===== src/rtl/core/ecsr_pkg.sv =====
`timescale 1ns / 1ps
// ----------------------------------------------------------------------------
// ecsr_pkg
// Shared sizes, codes and record types of the edge-list to CSR builder.
// ----------------------------------------------------------------------------
package ecsr_pkg;

  // Capacity of the node tables and of the edge and slot stores
  localparam int unsigned MAX_NODES = 1024;
  localparam int unsigned MAX_EDGES = 4096;

  localparam int unsigned NODE_W  = $clog2(MAX_NODES);
  localparam int unsigned EADDR_W = $clog2(MAX_EDGES);
  localparam int unsigned CNT_W   = $clog2(MAX_EDGES + 1);
  localparam int unsigned NUSE_W  = $clog2(MAX_NODES + 1);

  // Field widths of the item formats
  localparam int unsigned REQ_W    = 2;
  localparam int unsigned STATUS_W = 2;
  localparam int unsigned SRC_W    = 10;
  localparam int unsigned IDX_W    = 12;
  localparam int unsigned WEIGHT_W = 32;
  localparam int unsigned SUM_W    = 48;
  localparam int unsigned ROW_W    = 13;
  localparam int unsigned NCFG_W   = 11;

  // Configuration port
  localparam int unsigned APB_AW         = 3;
  localparam int unsigned APB_DW         = 32;
  localparam int unsigned REG_IDX_W      = APB_AW - 2;
  localparam int unsigned REG_NODE_COUNT = 0;

  typedef enum logic [REQ_W-1:0] {
    REQ_LOAD  = 2'd0,
    REQ_BUILD = 2'd1,
    REQ_READ  = 2'd2,
    REQ_CLEAR = 2'd3
  } req_e;

  typedef enum logic [STATUS_W-1:0] {
    STAT_OK          = 2'd0,
    STAT_FULL        = 2'd1,
    STAT_NODE_RANGE  = 2'd2,
    STAT_INDEX_RANGE = 2'd3
  } status_e;

  typedef struct packed {
    logic [SRC_W-1:0]    src;
    logic [SRC_W-1:0]    dst;
    logic [WEIGHT_W-1:0] weight;
  } edge_t;

  typedef struct packed {
    logic [CNT_W-1:0] offset;
    logic [CNT_W-1:0] count;
    logic [SUM_W-1:0] sum;
  } node_t;

  typedef struct packed {
    logic [SRC_W-1:0]    dest;
    logic [WEIGHT_W-1:0] weight;
  } csr_t;

  typedef struct packed {
    status_e             status;
    logic [ROW_W-1:0]    row_start;
    logic [ROW_W-1:0]    row_end;
    logic [SUM_W-1:0]    out_total;
    logic [SRC_W-1:0]    slot_dest;
    logic [WEIGHT_W-1:0] slot_weight;
    logic [ROW_W-1:0]    edges_held;
  } res_t;

endpackage


===== src/rtl/core/ecsr_cfg.sv =====
`timescale 1ns / 1ps
// ----------------------------------------------------------------------------
// ecsr_cfg
// APB register file: holds node_count and presents the node count in use,
// clamped to the table capacity.
// ----------------------------------------------------------------------------
module ecsr_cfg (
  input  logic                          clk_i,
  input  logic                          rst_ni,
  input  logic                          psel,
  input  logic                          penable,
  input  logic                          pwrite,
  input  logic [ecsr_pkg::APB_AW-1:0]   paddr,
  input  logic [ecsr_pkg::APB_DW-1:0]   pwdata,
  output logic [ecsr_pkg::APB_DW-1:0]   prdata,
  output logic                          pready,
  output logic [ecsr_pkg::NUSE_W-1:0]   n_use_o
);
  import ecsr_pkg::*;

  logic [NCFG_W-1:0]    node_count_q;
  logic [REG_IDX_W-1:0] reg_idx;
  logic                 hit_node_count;

  assign pready         = 1'b1;
  assign reg_idx        = paddr[APB_AW-1:2];
  assign hit_node_count = (reg_idx == REG_IDX_W'(REG_NODE_COUNT));

  always_ff @(posedge clk_i or negedge rst_ni) begin
    if (!rst_ni) begin
      node_count_q <= NCFG_W'(1);
    end else if (psel && penable && pwrite && pready && hit_node_count) begin
      node_count_q <= pwdata[NCFG_W-1:0];
    end
  end

  always_comb begin
    prdata = '0;
    if (hit_node_count) begin
      prdata = APB_DW'(node_count_q);
    end
  end

  // Clamp to the table capacity
  always_comb begin
    if (32'(node_count_q) > 32'(MAX_NODES)) begin
      n_use_o = NUSE_W'(MAX_NODES);
    end else begin
      n_use_o = NUSE_W'(node_count_q);
    end
  end

endmodule


===== config.mk =====
export PLATFORM = sky130hd
export DESIGN_NAME = ecsr_cfg
export DESIGN_NICKNAME = d
export VERILOG_FILES = /design/src/rtl/core/ecsr_pkg.sv /design/src/rtl/core/ecsr_cfg.sv
export SDC_FILE = /design/constraint.sdc
export NUM_CORES = 1
export LEC_CHECK = 0
export CAP_MARGIN = 15
export CORE_MARGIN = 2
export CORE_UTILIZATION = 55
export DETAILED_ROUTE_END_ITERATION = 16
export DONT_BUFFER_PORTS = 1
export PLACE_DENSITY_LB_ADDON = 0.25
export SETUP_SLACK_MARGIN = 0.4
export SLEW_MARGIN = 25
export SYNTH_ARGS = -nofsm -noshare
export SYNTH_HDL_FRONTEND = slang
export SYNTH_SLANG_ARGS = --single-unit

===== constraint.sdc =====
create_clock -name clk_i -period 1.4 [get_ports clk_i]
set_input_delay 0.07 -clock clk_i [delete_from_list [all_inputs] [get_ports clk_i]]
set_output_delay 0.07 -clock clk_i [all_outputs]
set_load 0.02 [all_outputs]

## Word level (Yosys, flattened, before mapping)

Cells that the tools add are included.

- Logic and storage cells: 8
- Flip-flop bits (word level): 11
- Bits of input ports: 40
- Output and inout port bits: 44

- Multiplexer cells: 2
- Bitwise logic cells: 1
- Magnitude comparators: 1
- Reductions and logical operators: 3

Operator list:

| kind | number |
|---|---|
| $mux 11 | 2 |
| $gt 11x11->1 const B | 1 |
| $logic_and 1x1->1 | 3 |
| $not 1->1 | 1 |

## Logic depth before layout (Yosys ltp)

- Word-level depth: 3
- Mapped depth: 3
- Mapped depth without buffers: 2

## Least setup slack after synthesis

OpenSTA, ideal clock, no wires.

- Path kind: register -> output
- Start: register node_count_q[10]
- End: output port prdata[10] (netlist name)
- Data arrival time: 0.998 ns
- Data required time: 1.330 ns
- Stages on the path, launching flop included: 3
- Buffers on the path: 1
- Setup slack: 0.332 ns
- Cells stage by stage: dfrtp_1 -> clkbuf_1 -> nor2b_1

- Word-level cells in the longest chain between the ends: 1

Ends and longest elaborated chain:

| what | line | text |
|---|---|---|
| start, declared | ecsr_cfg.sv:21 | `logic [NCFG_W-1:0] node_count_q;` |
| start signal, assigned | ecsr_cfg.sv:33 | `node_count_q <= pwdata[NCFG_W-1:0];` |
| $mux 11 | ecsr_cfg.sv:39 | `if (hit_node_count) begin` |
| end, declared | ecsr_cfg.sv:15 | `output logic [ecsr_pkg::APB_DW-1:0] prdata,` |

Every way passes these cells.

## Worst setup path after layout

- Start: register node_count_q[10]
- End: output port n_use_o[6] (netlist name)

- Word-level cells in the longest chain between the ends: 2

Ends and longest elaborated chain:

| what | line | text |
|---|---|---|
| $gt 11x11->1 | ecsr_cfg.sv:46 | `if (32'(node_count_q) > 32'(MAX_NODES)) begin` |
| $mux 11 | ecsr_cfg.sv:46 |  |
| end, declared | ecsr_cfg.sv:17 | `output logic [ecsr_pkg::NUSE_W-1:0] n_use_o` |

Every way passes these cells.

==> results.toml <==
[timing]
finalCriticalPeriod_ps = 1220
rsz0062_at_grt = "true"
fmax_ghz = 0.818
hold_violations = 0
finalCritPeriodShare_pct = 87.3
setup_viol = 0
fin_setup_tns_ps = 0
timing_max_transition_violations_final = 0
fin_skew_ps = 0

[critical_path]
crit_arrival_ps = 1150
path_cells = "nor2b_2"
critPathSlowestCell = "dfrtp_4"
cp-start-kind = "flip-flop"
timing.rr.start = "node_count_q[10]$_DFFE_PN0P_"
setup.worst_path.end_class = "output port"
crit_required_ps = 1330
cp_max_fo = 13
crit_type = "flip-flop to output port"
critical_path_buf_inv_count = 0
cp-startpoint = "node_count_q[10]$_DFFE_PN0P_"
crit_family = "flip-flops"
cpPeakStageDelay_ps = 600

[outcome]
outcome = "completed"

[finish]
fin_nets = 124
top_register = "node_count_q"
fillers = 94
antennaDiodeCount = 0
drive_gt1_share_pct = 45.8
multi_input_area_um2 = 500
top_regs = "node_count_q: 11 flops"
final-seq-area_um2 = 280
largest_reg_flops = 11
area_growth_pct = 20.8

[grt]
grt_max_degree = 14
grt_pass1_vias = 415
track_usage_pct = 15.9
grt_pass1_wl_um = 2040
antenna_found_initial = 0
overflow = 0

[floorplan]
design.die.area_um2 = 1750
die_h_um = 41.9
core_um2 = 1320
start_util_pct = 59.9
io_pins = 84
rows = 13
fp.dieW_um = 41.9

[placed_design]
place_congestion = 0.599
dpl.hpwl_um = 865
portBuffers = 0

[clock_network]
cts_buffer_depth = 2
cts_buffers = 3
clk_pin_slew_ps = 70
worstSkewPairLatency_ps = 260
root_buffer = "clkbuf_4"
htreeDepth = 1
cts_tree = "built"
cts.sinks = 11

[synthesis]
ys_seq_elements = 11
yosys_warnings = 0
synth_cell_types = 11
synth-seq-area-share_pct = 35.0
synth_area_leaders = "dfrtp_1 (32%), buf_4 (21%), mux2_4 (19%), nor2b_1 (16%), dfstp_2 (3.3%)"
avgSynthCellArea_um2 = 11.0
syn_area_um2 = 790
syn_inst = 72
synth_largest_area_cell = "dfrtp_1"
synth.top_cell.area_share_pct = 31.7

[power_and_ir_drop]
irDropWorstVdd_v = 0.000741
powerDensity_nw_per_um2 = 1270
total_power_uw = 1210
p_leak_uw = 0.000489

[detailed_routing]
drtIter0Drc = 1
vias_per_cell = 4.49
vias = 440
drc = 0
first_pass_iters = 3
routedWlPerCell_um = 13.0
drtAntennaViolNets = 0
drt_wl_total_um = 1270

[min_path]
hold_class = "primary input to output port"
min-delay-start = "paddr[2]"

[job]
drv_cap = 0
[metal layers]
layer  vias up  routed length, um  global-route usage, %
met5         -                  0                      0
met2        30                654                   25.0
met4         0                  0                   7.74
li1        202                  -                      -
met3         0                 93                   3.04
met1       208                526                   20.7
[cell usage after synthesis]
cell      instances
buf_6             1
nor2b_1          20
nand4b_4          1
mux2_4           10
dfstp_2           1
and2b_1           1
conb_1            2
clkbuf_1          3
buf_4            22
mux2_2            1
dfrtp_1          10
[worst paths after layout]
path	end	slack (ps)	cells past startpoint
max	n_use_o[6]	180	1
min	prdata[10]	180	1
max reg2reg	node_count_q[10]$_DFFE_PN0P_	400	1
min reg2reg	node_count_q[4]$_DFFE_PN0P_	530	1
max in group asynchronous	node_count_q[10]$_DFFE_PN0P_	840	1
min in group asynchronous	node_count_q[1]$_DFFE_PN0P_	200	1
[cell type report]
type / instances / area share (%)
clock buffer: 4 / 2.76
multi-input combinational: 55 / 52.5
sequential: 11 / 29.4
tap: 15 / 1.97
timing repair buffer: 13 / 13.4
[cell families after synthesis]
family	after synthesis	synth area share, %
flops	11	35.0
buf+inv	26	23.8
simple gates	22	19.8
other cells	2	0.951
mux	11	20.4
[power breakdown]
part | switching, uW | total (uW) | internal, uW
Sequential | 91.6 | 489 | 397
Clock | 105 | 215 | 110
Combinational | 261 | 510 | 249
Total | 458 | 1210 | 756
[timing repair]
item | CTS | global route
setup endpoints to repair | 22 | 21
gates resized for setup | 24 | 7
hold buffers | 12 | 0
buffers inserted | 1 | 0
gates cloned | 0 | 0
hold endpoints to repair | 22 | 0
[through the flow]
step	area, um^2	hold slack (ps)	utilization [%]	worst slack (ps)	cells
final	953	176	72.4	178	98
after CTS	918	174	69.7	174	98
after global placement	698	-225	53.0	263	81
after detailed placement	698	-225	53.0	263	81
after global routing	953	176	72.4	133	98
after floorplan	867	-226	-	407	92
[placed cells by master (no fill, tap or decap), drive strengths merged]
| master | count |
|---|---|
| and2b | 1 |
| buf | 1 |
| clkbuf | 4 |
| conb | 22 |
| dfrtp | 10 |
| dfstp | 1 |
| dlygate4sd3 | 12 |
| mux2 | 11 |
| nand4b | 1 |
| nor2b | 20 |
Note: power is estimated with default switching activity, not from simulation.
